[src/rtl/core/box_overlap_dedup_assert.svh]
// Assertion macros shared by the box de-duplication RTL.
`ifndef BOX_OVERLAP_DEDUP_ASSERT_SVH
`define BOX_OVERLAP_DEDUP_ASSERT_SVH

// Same-cycle implication, checked on clk, off while rst_n is low.
`define BOD_ASSERT_NOW(lbl, ante, cons, msg) \
  lbl: assert property (@(posedge clk) disable iff (!rst_n) (ante) |-> (cons)) \
    else $error(msg);

// Next-cycle implication, checked on clk, off while rst_n is low.
`define BOD_ASSERT_NEXT(lbl, ante, cons, msg) \
  lbl: assert property (@(posedge clk) disable iff (!rst_n) (ante) |=> (cons)) \
    else $error(msg);

`endif

[src/rtl/core/bod_pkg.sv]
// Package for the box de-duplication block: constants, sequencer states, helpers.
package bod_pkg;

  // Defaults for the top-level parameters
  localparam int unsigned MAX_KEPT_DEF   = 32;
  localparam int unsigned COORD_BITS_DEF = 16;

  // Fixed field widths
  localparam int unsigned PCT_W   = 7;
  localparam int unsigned SLOT_W  = 5;
  localparam int unsigned TOTAL_W = 6;

  // Threshold register value after reset
  localparam logic [PCT_W-1:0] PCT_RESET = 7'd70;

  // Sequencer states
  typedef enum logic [3:0] {
    ST_IDLE,
    ST_AREA,
    ST_RD,
    ST_EDGE,
    ST_ISECT,
    ST_MUL_I,
    ST_MUL_B,
    ST_UNION,
    ST_SCALE,
    ST_CMP,
    ST_DONE
  } bod_state_t;

  // Address width of a store with the given depth (at least one bit)
  function automatic int unsigned addr_w(input int unsigned depth);
    return (depth > 1) ? $clog2(depth) : 1;
  endfunction

endpackage

[src/rtl/core/bod_if.sv]
// Request channel interfaces: box input and de-duplication result.
interface bod_in_if #(
  parameter int unsigned COORD_BITS = bod_pkg::COORD_BITS_DEF
);
  logic                  valid;
  logic                  ready;
  logic [COORD_BITS-1:0] box_x;
  logic [COORD_BITS-1:0] box_y;
  logic [COORD_BITS-1:0] box_w;
  logic [COORD_BITS-1:0] box_h;
  logic                  frame_end;

  modport source (output valid, box_x, box_y, box_w, box_h, frame_end, input ready);
  modport sink   (input valid, box_x, box_y, box_w, box_h, frame_end, output ready);
endinterface

interface bod_out_if;
  logic                         valid;
  logic                         ready;
  logic                         is_duplicate;
  logic [bod_pkg::SLOT_W-1:0]   match_slot;
  logic [bod_pkg::TOTAL_W-1:0]  kept_total;
  logic                         overflow;

  modport source (output valid, is_duplicate, match_slot, kept_total, overflow,
                  input ready);
  modport sink   (input valid, is_duplicate, match_slot, kept_total, overflow,
                  output ready);
endinterface

[src/rtl/core/bod_ram.sv]
// Generic single-write, single-read RAM with registered read data.
module bod_ram #(
  parameter int unsigned WIDTH = 64,
  parameter int unsigned DEPTH = 32
) (
  input  logic                                   clk,
  input  logic                                   we,
  input  logic [bod_pkg::addr_w(DEPTH)-1:0]      waddr,
  input  logic [WIDTH-1:0]                       wdata,
  input  logic [bod_pkg::addr_w(DEPTH)-1:0]      raddr,
  output logic [WIDTH-1:0]                       rdata
);
  import bod_pkg::*;

  logic [WIDTH-1:0] mem [DEPTH];

  // Write port
  always_ff @(posedge clk) begin
    if (we) begin
      mem[waddr] <= wdata;
    end
  end

  // Registered read port
  always_ff @(posedge clk) begin
    rdata <= mem[raddr];
  end

endmodule

[src/rtl/core/box_overlap_dedup.sv]
// Box de-duplication top: compares each box with the frame's kept set.
// With an empty set a box goes straight to a result; else it is compared with each
// kept box in turn through the one shared multiplier, stopping early on a match.
// The input waits while a box is compared; a result waits in an output register,
// so the next box is taken before it drains.
// Reset (rst_n low, synchronous): kept set empty, threshold 70 percent, channels idle.
`include "box_overlap_dedup_assert.svh"

module box_overlap_dedup #(
  parameter int unsigned MAX_KEPT   = bod_pkg::MAX_KEPT_DEF,
  parameter int unsigned COORD_BITS = bod_pkg::COORD_BITS_DEF
) (
  input  logic                       clk,
  input  logic                       rst_n,
  input  logic                       cfg_we,
  input  logic [bod_pkg::PCT_W-1:0]  cfg_wdata,
  bod_in_if.sink                     in_chan,
  bod_out_if.source                  out_chan
);
  import bod_pkg::*;

  localparam int unsigned CB     = COORD_BITS;
  localparam int unsigned EW     = CB + 1;
  localparam int unsigned AREA_W = 2 * CB;
  localparam int unsigned UN_W   = 2 * CB + 1;
  localparam int unsigned HIN_W  = 2 * CB + 7;
  localparam int unsigned SCL_W  = UN_W + PCT_W;
  localparam int unsigned AW     = addr_w(MAX_KEPT);
  localparam int unsigned CW     = $clog2(MAX_KEPT + 1);
  localparam int unsigned BOX_W  = 4 * CB;

  bod_state_t state_r, state_nxt;

  logic [PCT_W-1:0]  pct_r;
  logic [CB-1:0]     ax_r, ay_r, aw_r, ah_r;
  logic              fe_r;
  logic [CW-1:0]     count_r;
  logic [AW-1:0]     idx_r;
  logic              dup_r;

  logic [CB-1:0]     left_r, top_r;
  logic [EW-1:0]     right_r, bottom_r;
  logic [CB-1:0]     iw_r, ih_r;
  logic [AREA_W-1:0] aarea_r, barea_r, in_r;
  logic [UN_W-1:0]   un_r;
  logic [HIN_W-1:0]  hin_r;
  logic [SCL_W-1:0]  pscl_r;

  logic              out_valid_r, out_dup_r, out_ovf_r;
  logic [SLOT_W-1:0] out_slot_r;
  logic [TOTAL_W-1:0] out_total_r;

  // Kept-box store, entry layout {h, w, y, x}
  logic [BOX_W-1:0]  rdata;
  logic              ram_we;
  logic [CB-1:0]     bx, by, bw, bh;

  bod_ram #(
    .WIDTH (BOX_W),
    .DEPTH (MAX_KEPT)
  ) u_kept (
    .clk   (clk),
    .we    (ram_we),
    .waddr (count_r[AW-1:0]),
    .wdata ({ah_r, aw_r, ay_r, ax_r}),
    .raddr (idx_r),
    .rdata (rdata)
  );

  assign bx = rdata[CB-1:0];
  assign by = rdata[2*CB-1:CB];
  assign bw = rdata[3*CB-1:2*CB];
  assign bh = rdata[4*CB-1:3*CB];

  // Handshake terms
  logic in_fire, out_load;
  assign in_chan.ready = (state_r == ST_IDLE);
  assign in_fire       = in_chan.valid && in_chan.ready;
  assign out_load      = (state_r == ST_DONE) && (!out_valid_r || out_chan.ready);

  // Shared multiplier: box area, intersection area, kept-box area
  logic [CB-1:0]     mul_a, mul_b;
  logic [AREA_W-1:0] mul_p;
  always_comb begin
    case (state_r)
      ST_AREA:  begin mul_a = aw_r; mul_b = ah_r; end
      ST_MUL_I: begin mul_a = iw_r; mul_b = ih_r; end
      default:  begin mul_a = bw;   mul_b = bh;   end
    endcase
  end
  assign mul_p = mul_a * mul_b;

  // Right and bottom edges of the new box and the kept box
  logic [EW-1:0] a_right, a_bottom, b_right, b_bottom;
  assign a_right  = EW'(ax_r) + EW'(aw_r);
  assign a_bottom = EW'(ay_r) + EW'(ah_r);
  assign b_right  = EW'(bx) + EW'(bw);
  assign b_bottom = EW'(by) + EW'(bh);

  // Intersection rectangle and containment test
  logic          empty;
  logic [CB-1:0] ix, iy, iw, ih;
  logic          contain;
  assign empty = (right_r <= EW'(left_r)) || (bottom_r <= EW'(top_r));
  assign ix    = empty ? '0 : left_r;
  assign iy    = empty ? '0 : top_r;
  assign iw    = empty ? '0 : CB'(right_r - EW'(left_r));
  assign ih    = empty ? '0 : CB'(bottom_r - EW'(top_r));
  assign contain = (ix == ax_r && iy == ay_r && iw == aw_r && ih == ah_r) ||
                   (ix == bx   && iy == by   && iw == bw   && ih == bh);

  // Union, scaled intersection, threshold product
  logic [UN_W-1:0]  un;
  logic [HIN_W-1:0] hin;
  logic [SCL_W-1:0] scl_prod;
  logic             over;
  assign un       = UN_W'(aarea_r) + UN_W'(barea_r) - UN_W'(in_r);
  assign hin      = (HIN_W'(in_r) << 6) + (HIN_W'(in_r) << 5) + (HIN_W'(in_r) << 2);
  assign scl_prod = un_r * pct_r;
  assign over     = SCL_W'(hin_r) > pscl_r;

  // Loop and store status
  logic last, full, store;
  logic [CW-1:0] total;
  assign last  = (CW'(idx_r) + CW'(1)) == count_r;
  assign full  = (count_r == CW'(MAX_KEPT));
  assign store = !dup_r && !full;
  assign total = store ? count_r + CW'(1) : count_r;
  assign ram_we = out_load && store;

  // State register
  always_ff @(posedge clk) begin
    if (!rst_n) begin
      state_r <= ST_IDLE;
    end else begin
      state_r <= state_nxt;
    end
  end

  // Next state
  always_comb begin
    state_nxt = state_r;
    case (state_r)
      ST_IDLE:  if (in_fire) state_nxt = ST_AREA;
      ST_AREA:  state_nxt = (count_r == '0) ? ST_DONE : ST_EDGE;
      ST_RD:    state_nxt = ST_EDGE;
      ST_EDGE:  state_nxt = ST_ISECT;
      ST_ISECT: state_nxt = contain ? ST_DONE : ST_MUL_I;
      ST_MUL_I: state_nxt = ST_MUL_B;
      ST_MUL_B: state_nxt = ST_UNION;
      ST_UNION: begin
        if (un != '0) begin
          state_nxt = ST_SCALE;
        end else begin
          state_nxt = last ? ST_DONE : ST_RD;
        end
      end
      ST_SCALE: state_nxt = ST_CMP;
      ST_CMP:   state_nxt = (over || last) ? ST_DONE : ST_RD;
      ST_DONE:  if (out_load) state_nxt = ST_IDLE;
      default:  state_nxt = ST_IDLE;
    endcase
  end

  // Control registers: threshold, kept count, slot index, match flag
  always_ff @(posedge clk) begin
    if (!rst_n) begin
      pct_r   <= PCT_RESET;
      count_r <= '0;
      idx_r   <= '0;
      dup_r   <= 1'b0;
    end else begin
      if (cfg_we) begin
        pct_r <= cfg_wdata;
      end
      if (in_fire) begin
        idx_r <= '0;
        dup_r <= 1'b0;
      end
      if ((state_r == ST_ISECT && contain) || (state_r == ST_CMP && over)) begin
        dup_r <= 1'b1;
      end
      if ((state_r == ST_CMP && !over && !last) ||
          (state_r == ST_UNION && un == '0 && !last)) begin
        idx_r <= idx_r + AW'(1);
      end
      if (out_load) begin
        count_r <= fe_r ? '0 : total;
      end
    end
  end

  // Datapath registers
  always_ff @(posedge clk) begin
    if (in_fire) begin
      ax_r <= in_chan.box_x;
      ay_r <= in_chan.box_y;
      aw_r <= in_chan.box_w;
      ah_r <= in_chan.box_h;
      fe_r <= in_chan.frame_end;
    end
    case (state_r)
      ST_AREA:  aarea_r <= mul_p;
      ST_EDGE: begin
        left_r   <= (ax_r > bx) ? ax_r : bx;
        top_r    <= (ay_r > by) ? ay_r : by;
        right_r  <= (a_right < b_right) ? a_right : b_right;
        bottom_r <= (a_bottom < b_bottom) ? a_bottom : b_bottom;
      end
      ST_ISECT: begin
        iw_r <= iw;
        ih_r <= ih;
      end
      ST_MUL_I: in_r    <= mul_p;
      ST_MUL_B: barea_r <= mul_p;
      ST_UNION: begin
        un_r  <= un;
        hin_r <= hin;
      end
      ST_SCALE: pscl_r <= scl_prod;
      default: ;
    endcase
  end

  // Output register
  always_ff @(posedge clk) begin
    if (!rst_n) begin
      out_valid_r <= 1'b0;
    end else if (out_load) begin
      out_valid_r <= 1'b1;
    end else if (out_chan.ready) begin
      out_valid_r <= 1'b0;
    end
  end

  always_ff @(posedge clk) begin
    if (out_load) begin
      out_dup_r   <= dup_r;
      out_slot_r  <= dup_r ? SLOT_W'(idx_r) : '0;
      out_total_r <= TOTAL_W'(total);
      out_ovf_r   <= !dup_r && full;
    end
  end

  assign out_chan.valid        = out_valid_r;
  assign out_chan.is_duplicate = out_dup_r;
  assign out_chan.match_slot   = out_slot_r;
  assign out_chan.kept_total   = out_total_r;
  assign out_chan.overflow     = out_ovf_r;

  // Checks
  `BOD_ASSERT_NEXT(a_busy_after_take, in_fire, !in_chan.ready, "ready high while busy")
  `BOD_ASSERT_NOW(a_dup_xor_ovf, out_chan.valid, !(out_chan.is_duplicate && out_chan.overflow), "duplicate and overflow together")
  `BOD_ASSERT_NOW(a_ovf_full, out_chan.valid && out_chan.overflow, out_chan.kept_total == TOTAL_W'(MAX_KEPT), "overflow below full store")
  `BOD_ASSERT_NOW(a_idx_in_set, state_r == ST_EDGE, CW'(idx_r) < count_r, "compare beyond kept set")

endmodule
[src/flat_wrapper.sv]
// flat-port wrapper written by rule: the top's interface ports become plain ports
module box_overlap_dedup_flat import bod_pkg::*;
#(
  parameter int unsigned MAX_KEPT   = bod_pkg::MAX_KEPT_DEF,
  parameter int unsigned COORD_BITS = bod_pkg::COORD_BITS_DEF
)
  (clk, rst_n, cfg_we, cfg_wdata, in_chan_valid, in_chan_box_x, in_chan_box_y, in_chan_box_w, in_chan_box_h, in_chan_frame_end, in_chan_ready, out_chan_valid, out_chan_is_duplicate, out_chan_match_slot, out_chan_kept_total, out_chan_overflow, out_chan_ready);
  bod_in_if #(.COORD_BITS(COORD_BITS)) in_chan_i ();
  bod_out_if out_chan_i ();
  input  logic clk;
  input  logic rst_n;
  input  logic cfg_we;
  input  logic [bod_pkg::PCT_W-1:0] cfg_wdata;
  input wire logic [$bits(in_chan_i.valid)-1:0] in_chan_valid;
  input wire logic [$bits(in_chan_i.box_x)-1:0] in_chan_box_x;
  input wire logic [$bits(in_chan_i.box_y)-1:0] in_chan_box_y;
  input wire logic [$bits(in_chan_i.box_w)-1:0] in_chan_box_w;
  input wire logic [$bits(in_chan_i.box_h)-1:0] in_chan_box_h;
  input wire logic [$bits(in_chan_i.frame_end)-1:0] in_chan_frame_end;
  output wire logic [$bits(in_chan_i.ready)-1:0] in_chan_ready;
  output wire logic [$bits(out_chan_i.valid)-1:0] out_chan_valid;
  output wire logic [$bits(out_chan_i.is_duplicate)-1:0] out_chan_is_duplicate;
  output wire logic [$bits(out_chan_i.match_slot)-1:0] out_chan_match_slot;
  output wire logic [$bits(out_chan_i.kept_total)-1:0] out_chan_kept_total;
  output wire logic [$bits(out_chan_i.overflow)-1:0] out_chan_overflow;
  input wire logic [$bits(out_chan_i.ready)-1:0] out_chan_ready;
  assign in_chan_i.valid = in_chan_valid;
  assign in_chan_i.box_x = in_chan_box_x;
  assign in_chan_i.box_y = in_chan_box_y;
  assign in_chan_i.box_w = in_chan_box_w;
  assign in_chan_i.box_h = in_chan_box_h;
  assign in_chan_i.frame_end = in_chan_frame_end;
  assign in_chan_ready = in_chan_i.ready;
  assign out_chan_valid = out_chan_i.valid;
  assign out_chan_is_duplicate = out_chan_i.is_duplicate;
  assign out_chan_match_slot = out_chan_i.match_slot;
  assign out_chan_kept_total = out_chan_i.kept_total;
  assign out_chan_overflow = out_chan_i.overflow;
  assign out_chan_i.ready = out_chan_ready;
  box_overlap_dedup #(.MAX_KEPT(MAX_KEPT), .COORD_BITS(COORD_BITS)) u_core (.clk(clk), .rst_n(rst_n), .cfg_we(cfg_we), .cfg_wdata(cfg_wdata), .in_chan(in_chan_i), .out_chan(out_chan_i));
endmodule
[config.mk]
export PLATFORM = sky130hd
export DESIGN_NAME = box_overlap_dedup_flat
export DESIGN_NICKNAME = d
export VERILOG_FILES = /design/src/rtl/core/bod_pkg.sv /design/src/rtl/core/bod_if.sv /design/src/rtl/core/bod_ram.sv /design/src/rtl/core/box_overlap_dedup.sv /design/src/flat_wrapper.sv
export VERILOG_INCLUDE_DIRS = /design/src /design/src/rtl/core
export SDC_FILE = /design/constraint.sdc
export NUM_CORES = 2
export LEC_CHECK = 0
export ABC_AREA = 1
export BUFFER_PORTS_ARGS = -buffer_cell sky130_fd_sc_hd__buf_4
export CAP_MARGIN = 25
export CELL_PAD_IN_SITES_DETAIL_PLACEMENT = 1
export CELL_PAD_IN_SITES_GLOBAL_PLACEMENT = 1
export CORE_AREA = 4 4 556 558
export CTS_CLUSTER_DIAMETER = 30
export DETAILED_ROUTE_END_ITERATION = 6
export DIE_AREA = 0 0 560 562
export GPL_TIMING_DRIVEN = 1
export PLACE_DENSITY_LB_ADDON = 0.1
export SYNTH_ARGS = -nofsm -noshare
export SYNTH_HDL_FRONTEND = slang
export SYNTH_HIERARCHICAL = 1
export SYNTH_SLANG_ARGS = --single-unit
[constraint.sdc]
create_clock -name clk -period 9.75 [get_ports clk]
set_clock_uncertainty 0.15 [all_clocks]
set_input_delay 0 -clock clk [delete_from_list [all_inputs] [get_ports clk]]
set_output_delay 0 -clock clk [all_outputs]
set_load 0.05 [all_outputs]
# Yosys cells after proc, flatten, opt, wreduce, memory -nomap -nowiden
# Memory sizes are Yosys's and may differ from the RTL's. A register that Yosys moved wholly into a read port is not among the register bits.
# Index checks and enable logic that the tools add are counted.
# totals
regBits	408
ram_bits	2048
elab_cells	136
n_memories	1
# op_classes
n_addsub	13
mul	2
order_cmp	7
eq_ne	22
muxes	28
reduce_logical	36
# mem_list
name	depth	word_bits	rd	rd_ports_with_merged_regs	wr	line	text
u_core.u_kept.mem	32	64	1	1	1	bod_ram.sv:15	logic [WIDTH-1:0] mem [DEPTH];
# ops
operator	count
$eq 16x16->1	8
$mux 16	6
$add 16x16->17	4
$pmux 16 s2	2
$pmux 4 s11	1
$gt 39x40->1	1
$mul 33x7->40	1
$add 38x37->39	1
$add 39x34->39	1
$le 17x16->1	2
$lt 17x17->1	2
$mux 17	2
$add 32x32->33	1
$logic_not 33->1	1
$reduce_bool 33->1	1
$sub 33x32->33	1
$gt 16x16->1	2
$mul 16x16->32	1
$sub 16x16->16	2
$mux 4	7
$logic_and 1x1->1	17
$eq 4x3->1 const B	4
$eq 4x4->1 const B	3
$mux 6	2
17 further kinds	35

# Logic depth before layout (Yosys ltp)
# logic_depth
ltp_word	11
ltp_mapped	38
depth_no_buf	36

# By module
# Netlist, hierarchy kept.
# modules_own_cells
mod	n_inst	cells_per_inst	area_per_inst_um2	seq_area_each_um2
bod_ram	1	6768	82990.8	62780.2
box_overlap_dedup	1	5374	44333.8	11951.5

# Worst setup path after synthesis
# No wires, ideal clock.
# synth_path
kind	register -> register
start	register u_core.state_r[0]
end	register u_core.aarea_r[26] (data pin)
arrival_time_ns	8.060
required_ns	9.331
setup_slack_ns	1.272
path_stages_with_launch	28
n_path_buf	1
synth_period_minus_slack_ns	8.478
path_cell_list	dfxtp_1 -> inv_1 -> nor2_1 -> inv_1 -> nor2_1 -> inv_1 -> clkbuf_1 -> o221ai_1 -> clkinv_1 -> nand2_1 -> fa_1 -> fa_1 -> fa_1 -> fa_1 -> inv_1 -> fa_1 -> inv_1 -> fa_1 -> inv_1 -> ha_1 -> a21oi_1 -> a21boi_1 -> o21bai_1 -> a21oi_1 -> o21ai_1 -> a21oi_1 -> o21ai_1 -> xor2_1
# synth_via
elab_chain_len	3
elab_cells_between_ends	5
# synth_lines
item	line	text
from (decl)	box_overlap_dedup.sv:32	bod_state_t state_r, state_nxt;
from (signal assigned)	box_overlap_dedup.sv:136	state_r <= state_nxt;
$eq 4x3->1 / $eq 4x1->1 (equally long branches)	box_overlap_dedup.sv:85	case (state_r)
$pmux 16 s2	box_overlap_dedup.sv:85	
$mul 16x16->32 *	box_overlap_dedup.sv:91	assign mul_p = mul_a * mul_b;
via u_core.mul_p[26]	box_overlap_dedup.sv:83	logic [AREA_W-1:0] mul_p;
to (signal assigned)	box_overlap_dedup.sv:203	ST_AREA: aarea_r <= mul_p;
to (decl)	box_overlap_dedup.sv:44	logic [AREA_W-1:0] aarea_r, barea_r, in_r;
# The timed path passes the listed nets; every way through them passes the cells marked *.
# A chain may end at the register's enable or synchronous reset.

# Worst setup path after layout
# layout_path
start	register u_core.state_r[2]
end	register u_core.barea_r[29] (data pin)
# layout_via
elab_chain_len	3
elab_cells_between_ends	5
# layout_lines
item	line	text
$eq 4x3->1 / $eq 4x1->1 (equally long branches)	box_overlap_dedup.sv:85	
$pmux 16 s2	box_overlap_dedup.sv:85	
$mul 16x16->32 *	box_overlap_dedup.sv:91	
via u_core.mul_p[29]	box_overlap_dedup.sv:83	
to (signal assigned)	box_overlap_dedup.sv:215	ST_MUL_B: barea_r <= mul_p;
to (decl)	box_overlap_dedup.sv:44	
# Marks and branches as above.

==> key figures <==
Synth
  – Most instantiated cells after synthesis: 3650 x nand2_1, 2430 x edfxtp_1, 1987 x nand3_1, 1065 x inv_1, 453 x nor2_1
  – Share of the synthesized area in the top cell type: roughly 57%
  – Cells after Synth: 12142
  – Ys Warns: 6
  – Largest cells by area after synthesis: edfxtp_1 57%, nand2_1 11%, nand3_1 7.8%, fa_1 6.5%, ha_1 4.2%
  – Post-synth top area cell: edfxtp_1
  – Synth unique cells: 51
  – Post-synthesis cell area: around 130000 um^2
  – Mean Syn Cell Area: 10.5 um^2
  – Sequential share of the synthesized area: about three fifths
  – Post-Syn Nets: ~13000
  – Prevailing post-synth register cell: edfxtp_1
  – Post-synthesis sequential element count: around 2500
  – Count leader, synth: nand2_1
  – Post-synth ARST share: 0%
  – Post-synth EDFFs: approximately 2400

Worst hold path
  – Hold Crit Depth: 5
  – Class of the worst hold path: input port to flip-flop

Timing
  – Final Max Slew Viols: 0
  – Setup violators final: 0
  – Setup TNS: 0 ps
  – Slew HR: 26.8%
  – Fin crit share: 87.6%
  – Worst Tran Pin Value: ~1100 ps
  – Final Hold Viols: 0
  – Max Fclk: about 120 MHz
  – RSZ-0062 raised after global routing: false
  – Min cycle time layout: ~8500 ps

CTS
  – Resize count post-CTS: 0
  – Post-CTS setup buffer count: 0
  – Clk_lat worst skew: 1040 ps
  – CTS HTree Levels: 6
  – Clk buf depth: 4
  – Num CTS Buffers: 572
  – Sink Count: around 2500
  – Root Buffer: clkbuf_16
  – TritonCTS clock tree: yes
  – Worst-path clk slew: ~40 ps

Route
  – Drt initial violations: roughly 8700
  – Vias per inst: roughly 5.6
  – Routed vias: around 96000
  – Routed wire length per instance: about 28 um
  – WL final: about 470000 um
  – Antenna Violating Nets Remaining: 0
  – DR pass1 iterations: 6
  – Residual DRC count: 0

Global route
  – GRT Overall Usage: between 20% and 30%
  – Initial antenna violation count: 39
  – Total gr overflow: 0
  – Largest net degree at the start of global routing: about 190
  – First-pass GRT wire length: 691000 um
  – Vias in the first global route: approximately 100k

Critical path
  – Crit path DAT: 9130 ps
  – Crit. End Element: flip-flop
  – Crit path max fanout: 12
  – Slowest cell on the critical path: o221ai_1
  – WS Path Type: flip-flop to flip-flop
  – Crit path largest cell delay: 810 ps
  – Setup crit end: u_core/barea_r[29]
  – Worst setup path start: u_core/state_r[2]
  – Critical Path RT: between 10000 and 15000 ps
  – Worst Reg-to-Reg Cells: 29
  – Crit path launch type: flip-flop
  – Most used cell, CP: nand2_1
  – Crit Reg-Reg Startpoint: u_core/state_r[2]
  – Reg2Reg Setup Slack: approximately 1200 ps
  – Worst r2r dst: u_core/barea_r[29]

Finish
  – Sequential cell area: around 75000 um^2
  – Post-Route Utilization: slightly above 50%
  – Area Overhead vs Synth: 21.4%
  – Non-filler cells, final: between 15000 and 20000
  – Nets: approximately 14000
  – Multi-input gate area: about 46000 um^2
  – Proportion of layout cells with a drive suffix above 1: roughly 9.9%
  – Number of fill cells: 32200

Floorplanning
  – Die Span Y: ~560 um
  – Rows: a little over 200
  – Die Wd: 560 um
  – Die footprint: 315000 um^2
  – Starting Density: 41.8%
  – I/O Pins: about 90
  – Core area: approximately 300000 um^2

Place
  – Buffers added on ports: slightly above 90
  – Placed Cells: 15913
  – Final Wtd Congestion: 0.888
  – DP Wirelength: approximately 290000 um

Flow run
  – Number of max-cap violations: 0

Outcome
  – Run status: finished clean
registers in the layout, summed over array words and instances (netlist names), 32 cells and up:
signal and cells:
u_core/barea_r 32, u_core/in_r 32, u_core/u_kept/mem 2048, u_core/pscl_r 40, u_core/hin_r 37, u_core/aarea_r 32
u_core/u_kept/rdata 64, u_core/un_r 33
critical path, delay by kind of cell, from the launching register on:
family          cells  cell delay (ps)
fa+ha+maj           7             3300
compound gates      4             1610
buf+inv             7             1360
simple gates       10             1210
flops               1              420
xor+xnor            1              260
stage by stage:
step | worst slack, ps | hold slack [ps] | instance area (um^2)
6_report | 1210 | 68.0 | 155000
5_1_grt | 550 | 44.1 | 155000
4_1_cts | 1190 | 0.137 | 154000
3_5_place_dp | 1220 | 30.0 | 133000
3_3_place_gp | 1270 | 28.5 | 133000
2_1_floorplan | 1270 | -51.1 | 127000
cell families (layout without fill, tap and decap cells):
| kind of cell | after synthesis | in the layout | synth area share [%] |
|---|---|---|---|
| buffers and inverters | 1616 | 2597 | 5.19 |
| flip-flops | 2518 | 2518 | 58.7 |
| AND/OR/NAND/NOR | 6323 | 6323 | 21.1 |
| adder cells (fa/ha/maj) | 846 | 846 | 10.8 |
| XOR/XNOR | 220 | 220 | 1.51 |
| AO/OA/AOI/OAI | 619 | 619 | 2.78 |
| other | 0 | 6 | 0 |
worst min-delay path by stage:
| stage | start | endpoint | slack, ps |
|---|---|---|---|
| final | in_chan_valid | u_core/idx_r[3] | 70 |
| after global routing | in_chan_box_x[12] | u_core/ax_r[12] | 40 |
| after CTS | in_chan_valid | u_core/idx_r[0] | 0.1 |
| after detailed placement | in_chan_box_y[8] | u_core/ay_r[8] | 30 |
| after global placement | in_chan_box_y[8] | u_core/ay_r[8] | 30 |
| after floorplan | in_chan_box_h[0] | u_core/ah_r[0] | -50 |
final cells by class:
cell class	instances	share of cell area [%]
diodes	6	0.00972
multi-input cells	8008	30.0
repair buffers	482	2.89
flip-flops and latches	2518	48.4
inverters	1079	2.65
clock buffers	673	9.67
clock inverters	363	3.22
well taps	3997	3.24
cells in the final DEF, fill, tap and decap left out, types with 48 or more instances in the layout:
cell / synthesis / layout
nand4_1: 132 / 132
o21ai_0: 173 / 173
edfxtp_1: 2430 / 2430
dfxtp_1: 88 / 83
nand3_1: 1987 / 1986
xnor2_1: 55 / 55
ha_1: 431 / 431
clkinv_2: 0 / 73
bufinv_16: 0 / 77
nor2_1: 453 / 414
dlygate4sd3_1: 0 / 166
nor2_4: 9 / 48
clkinv_1: 9 / 73
xor2_1: 165 / 165
clkinvlp_4: 0 / 52
a21oi_1: 286 / 286
fa_1: 415 / 415
buf_4: 32 / 284
clkbuf_1: 157 / 81
inv_1: 1065 / 1062
nand2_1: 3650 / 3650
clkbuf_16: 0 / 576
metal layers:
layer	up-vias	track usage [%]	wire length [um]
met1	49945	40.6	205000
met2	3202	48.9	224000
met5	-	0	63
met4	10	8.98	14800
li1	42506	-	-
met3	813	4.44	30800
timing repair:
| item | CTS | global route |
|---|---|---|
| hold buffers | 166 | 0 |
| setup endpoints to repair | 0 | 0 |
| hold endpoints to repair | 126 | 0 |
Power is not shown: default switching activity piles up to over one toggle a cycle in this logic, so the estimate is an artifact.
